==> config.mk <==
export PLATFORM = sky130hd
export DESIGN_NAME = amge_mem
export DESIGN_NICKNAME = d
export VERILOG_FILES = /design/src/sv/amge_mem.sv
export SDC_FILE = /design/constraint.sdc
export NUM_CORES = 2
export LEC_CHECK = 0
export BUFFER_PORTS_ARGS = -buffer_cell sky130_fd_sc_hd__buf_2
export CAP_MARGIN = 15
export CORE_ASPECT_RATIO = 1.1
export CORE_MARGIN = 1
export CORE_UTILIZATION = 52
export DETAILED_ROUTE_END_ITERATION = 10
export PLACE_DENSITY = 0.65
export SLEW_MARGIN = 15
export SYNTH_ARGS = -nofsm -noshare
export SYNTH_HDL_FRONTEND = slang
export SYNTH_SLANG_ARGS = --single-unit
==> constraint.sdc <==
create_clock -name i_clk -period 4.4 [get_ports i_clk]
set_input_delay 0.88 -clock i_clk [delete_from_list [all_inputs] [get_ports i_clk]]
set_output_delay 0.88 -clock i_clk [all_outputs]
set_load 0.03 [all_outputs]
==> src/sv/amge_mem.sv <==
// ----------------------------------------------------------------------------
// amge_mem
// Edge weight matrix: one write port, one read port with registered data.
// ----------------------------------------------------------------------------
module amge_mem #(
    parameter int DEPTH = 256,
    parameter int AW    = 8,
    parameter int DW    = 16
) (
    input  logic          i_clk,
    input  logic          i_we,
    input  logic [AW-1:0] i_waddr,
    input  logic [DW-1:0] i_wdata,
    input  logic [AW-1:0] i_raddr,
    output logic [DW-1:0] o_rdata
);

    logic [DW-1:0] r_mem [DEPTH];

    always_ff @(posedge i_clk) begin
        if (i_we) begin
            r_mem[i_waddr] <= i_wdata;
        end
        o_rdata <= r_mem[i_raddr];
    end

endmodule

# After elaboration in Yosys (flattened, before gate mapping)
# Memories as Yosys holds them, arrays and structs flattened. A register that Yosys moved wholly into a read port is not among the register bits.
# Index checks and enable logic that the tools add are counted.
[op_classes] n_eq_ne=0 addsub=0 shift=0 n_mul=0 n_bitwise=0 div_mod_pow=0 n_lt_le_gt_ge=0 reduce_logical=0 mux=2
[op_table] op="1-bit 2-to-1 mux" n=2
[word_totals] regBits=0 in_bits=34 memories=1 out_inout_bits=16 mem_bits_rw=4096 latchBits=0 mem_bits_ro=0
[memory_table] memory="r_mem" depth=256 word_bits=16 read_ports=1 rd_ports_with_merged_regs=1 wr=1 line="18" rtl="logic [DW-1:0] r_mem [DEPTH];"

# Longest topological paths before layout
[logic_depth] word_depth=2 ltp_mapped=12 depth_no_buf=6

# Least setup slack after synthesis
# Ideal clock, no wire load.
[synth_path] path_type="in2reg" startpoint="input port i_waddr[3]" endpoint="memory r_mem[235][0], enable pin" t_required_ns=4.012 path_slack_ns=1.355 setup_time_ns=0.388 arrival_time_ns=2.657 stages=6 path_cell_list="clkbuf_1 > nor2b_1 > clkbuf_1 > nand4_1 > clkbuf_1 > nor2_1"
[synth_lines] element="from (decl)" line="12" rtl="input logic [AW-1:0] i_waddr,"
[synth_lines] element="to (decl)" line="18"
# No word-level cell before the write port.

==> results by stage <==
Floorplan:
- The total core area is approximately 0.3 mm².
- The die outline height is 581 µm.
- For this configuration, the core starts out at a cell density of between 50% and 60%.
- For this design the top-level I/O count stands at 50.
- The die covers ~0.31 mm².
- The horizontal die dimension is 529 µm.
- The row count is about 210.

Route:
- The post-detailed-route DRC marker count is 0.
- The number of nets with antenna violations after detailed routing is 0.
- For this block, the initial DRC count from the detailed router was roughly 10,000.
- The via count of the routed design is 79,800.
- The routed length per placed instance is approximately 34 µm.
- The first detailed-routing pass ran for 6 iterations.
- Using the TritonRoute via totals, the vias-per-cell ratio works out to around 6.4.
- The routed design has approximately 420,000 µm of wire.

Logic synthesis:
- The proportion of register bits with asynchronous set or reset after synthesis is 0%.
- The most area-hungry cell type in the Yosys netlist is sky130_fd_sc_hd__edfxtp_1.
- Of the synthesized area, sequential elements account for 77.7%.
- The number of warning messages in the yosys log is 0.
- Yosys attributes the largest share of cell area to sky130_fd_sc_hd__edfxtp_1 (77%), sky130_fd_sc_hd__mux4_2 (11%), sky130_fd_sc_hd__mux2i_1 (3.6%).
- The number of distinct library cells after synthesis is 52.
- Synthesis produced 7,360 cells.
- Among all flip-flop cells after synthesis, the most frequent one is sky130_fd_sc_hd__edfxtp_1.
- The net count after synthesis is 7,394.
- The fraction of post-synthesis cell area in the top cell type by area is 77.5%.
- Summing every instance area after synthesis gives between 0.15 and 0.2 mm².
- In this run, synthesis inferred between 4,000 and 5,000 flip-flops with an integrated enable.
- The post-synthesis sequential element count is a little over 4,000.
- Averaged over all synthesized cells, the footprint is roughly 22 µm².

CTS:
- The number of buffers between clock root and the deepest sink is 4.
- The buffer type at the clock tree root is sky130_fd_sc_hd__clkbuf_16.
- The number of H-tree levels is 5.
- The number of buffers inserted during clock tree synthesis is 396.
- The worst-skew pair later-pin latency is ~0.96 ns.
- Clock-pin slew was measured on the worst setup and hold paths at about 0.060 ns.
- The post-cts repair resize count is 0.
- The clock net sink count is between 4,000 and 5,000.
- The buffer count from post-CTS setup fixing is 0.
- TritonCTS built the clock tree.
- For this design, the CTS-stage hold fixing added 0 buffers.

STA:
- The number of pins with negative max-slew slack in the final report came to 0.
- The actual transition at the worst max-transition pin is between 1 and 1.5 ns.
- The clock arrives with ~0.035 ns of skew.
- Setup repair after global routing left no endpoint under its margin.
- The minimum clock period is ~3.5 ns.
- The maximum achievable frequency is 287 MHz.
- The headroom to the max-slew limit is 14.9%.
- Setup violations remaining at the end of the flow were counted as 0.
- In the finished design, the share of the clock period the worst path needs comes to 79.2%.
- The number of hold violations in the final report is 0.

Global route:
- The number of antenna violations at the first check in global routing is 21.
- The via count of the first global-routing pass came to just under 80,000.
- The overall track demand over capacity in global routing is 27.0%.
- The maximum number of pins on one net before global-route repair is about 150.
- For this run the aggregate overflow at the end of global routing stands at 0.
- The wire length of the first global-routing pass is 588,000 µm.

Power:
- The largest vdd supply drop is roughly 0.00032 V.
- In this run the power density over the cells is ~450 mW/mm².
- The analysis attributes to cell leakage a power of 57.5 nW.
- The design draws 81.0 mW.

Worst setup path:
- The signal on the critical path passes through buf_12 -> buf_12 -> buf_4 -> mux4_2 -> mux2_2 -> a221oi_1 -> o31ai_1 -> buf_4 -> o32ai_1 -> buf_4 -> nor4_1.
- Tracing the worst setup path back leads to its startpoint at i_raddr[0].
- The startpoint type of the worst setup path is an input port.
- Data on the critical path arrives at its endpoint at approximately 4.3 ns.
- The worst register-to-register path begins at r_mem[139][9]$_DFFE_PP_.
- The critical path runs through a total of 11 cells.
- The worst setup path is captured at a flop.
- The critical path's largest stage delay is around 0.62 ns.
- Of all nets on the critical path, the largest fanout is 22.
- STA puts the critical path data required time at roughly 5.3 ns.
- The cell family contributing the most delay on the critical path is compound AO/OA/AOI/OAI gates.
- The number of cells on the worst reg-to-reg path is 8.
- The buffer and inverter count on the worst path is 5.
- The critical path is of the input port to flop type.
- The largest individual stage delay along the critical path comes from the cell sky130_fd_sc_hd__a221oi_1.
- In this design, the critical path's most frequently occurring cell is sky130_fd_sc_hd__buf_4.

Cells and area:
- Leaving out fill and tap cells, the most frequent cells in the layout are sky130_fd_sc_hd__edfxtp_1 (4,096), sky130_fd_sc_hd__mux4_2 (797), sky130_fd_sc_hd__mux2i_1 (565), sky130_fd_sc_hd__buf_4 (542), sky130_fd_sc_hd__clkbuf_16 (404).
- The fraction of layout cells with a size suffix above 1 is between 20% and 30%.
- Leaving out fill and tap cells, the most frequent cell in the layout is sky130_fd_sc_hd__edfxtp_1.
- The net count reported at finish is approximately 8,000.
- From synthesis to final layout, the design area changed by 13.4%.
- The finished cells cover about 0.18 mm².
- Fill cells in the final layout number 21,600.

Hold path:
- The type of the tightest min-delay check is input port to flop.
- The cell depth of the worst min-delay path is 1.
- The worst hold path begins at i_wdata[2].

Outcome:
- The flow ran to the end, and the final reports show no timing, DRC or antenna violations.

Placement:
- In this run the tool buffered the top-level ports with 49 buffer cells.
- The placed instances occupy a cell area of between 0.15 and 0.2 mm².
- The HPWL after detailed placement is approximately 250,000 µm.
- Routability-driven placement finished with a final weighted congestion of between 0.9 and 1.

Job:
- The number of violations of the max-capacitance limit is 0.
==> final cells by class <==
type                            count  area [µm²]  share of cell area, %
Tap cell                         4066        5090                   2.83
Clock inverter                    237        2210                   1.23
Clock buffer                      494       10500                   5.84
Timing Repair Buffer              657        5850                   3.25
Inverter                            4        27.5                 0.0153
Sequential cell                  4112      123000                   68.5
Multi-Input combinational cell   2792       33000                   18.3
Antenna cell                       14        35.0                 0.0195
==> worst register-to-register path, cell delays in order (launching register included) <==
cell and delay, ns:
sky130_fd_sc_hd__edfxtp_1 0.36, sky130_fd_sc_hd__mux4_2 0.47, sky130_fd_sc_hd__mux2_2 0.28, sky130_fd_sc_hd__a221oi_1 0.62
sky130_fd_sc_hd__o31ai_1 0.43, sky130_fd_sc_hd__buf_4 0.25, sky130_fd_sc_hd__o32ai_1 0.26, sky130_fd_sc_hd__buf_4 0.24
sky130_fd_sc_hd__nor4_1 0.06
==> final timing paths <==
| kind | endpoint | slack, ns |
|---|---|---|
| max | o_rdata[9]$_DFF_P_ | 0.92 |
| min | r_mem[96][2]$_DFFE_PP_ | 0.35 |
| max reg2reg | o_rdata[9]$_DFF_P_ | 1.34 |
| min reg2reg | o_rdata[10]$_DFF_P_ | 1.07 |
==> cells in the mapped netlist (all sizes together), types with 21 or more instances <==
cell type	count
a21oi	175
a221oi	28
a22o	32
a22oi	43
buf	222
clkbuf	230
edfxtp	4096
mux2	88
mux2i	565
mux4	797
nand2	38
nand3	35
nand4	26
nor2	304
nor3	92
o21ai	38
o221ai	253
o22ai	148
o32ai	21
==> logic make-up after synthesis <==
family	Yosys count	synth area share (%)
DFF	4112	77.7
muxes	1450	15.5
AOI/OAI and AO/OA	786	3.54
and+or+nand+nor	556	1.57
buffers and inverters	456	1.69
==> report_power, final <==
part	switching, mW	total [mW]	internal, mW
logic	2.70	4.14	1.44
registers	0.0938	43.3	43.2
clock network	14.5	33.6	19.1
total	17.3	81.0	63.7
==> registers in the layout (all words and copies together), names as in the netlist <==
name	count
r_mem	4096
o_rdata	16
==> through the flow <==
step	util, %	hold slack, ns	instances	setup slack (ns)	TNS (ns)
finish	59.3	0.349	12400	0.916	0
global route	59.3	0.344	12400	0.688	0
CTS	59.3	0.333	12400	0.935	0
detailed placement	55.1	1.03	11600	-0.0730	-0.110
global placement	55.1	1.05	11600	-0.135	-0.284
floorplan	-	0.854	7360	1.36	0
==> per-layer routing <==
| layer | global-route usage [%] | vias up | share of wire [%] |
|---|---|---|---|
| met3 | 4.64 | 679 | 9.0 |
| met4 | 11.2 | 4 | 4.6 |
| li1 | - | 32500 | - |
| met5 | 0 | - | 0.0065 |
| met2 | 41.9 | 4174 | 47 |
| met1 | 38.3 | 42400 | 39 |
No activity file was read; power rests on OpenSTA's default activity.
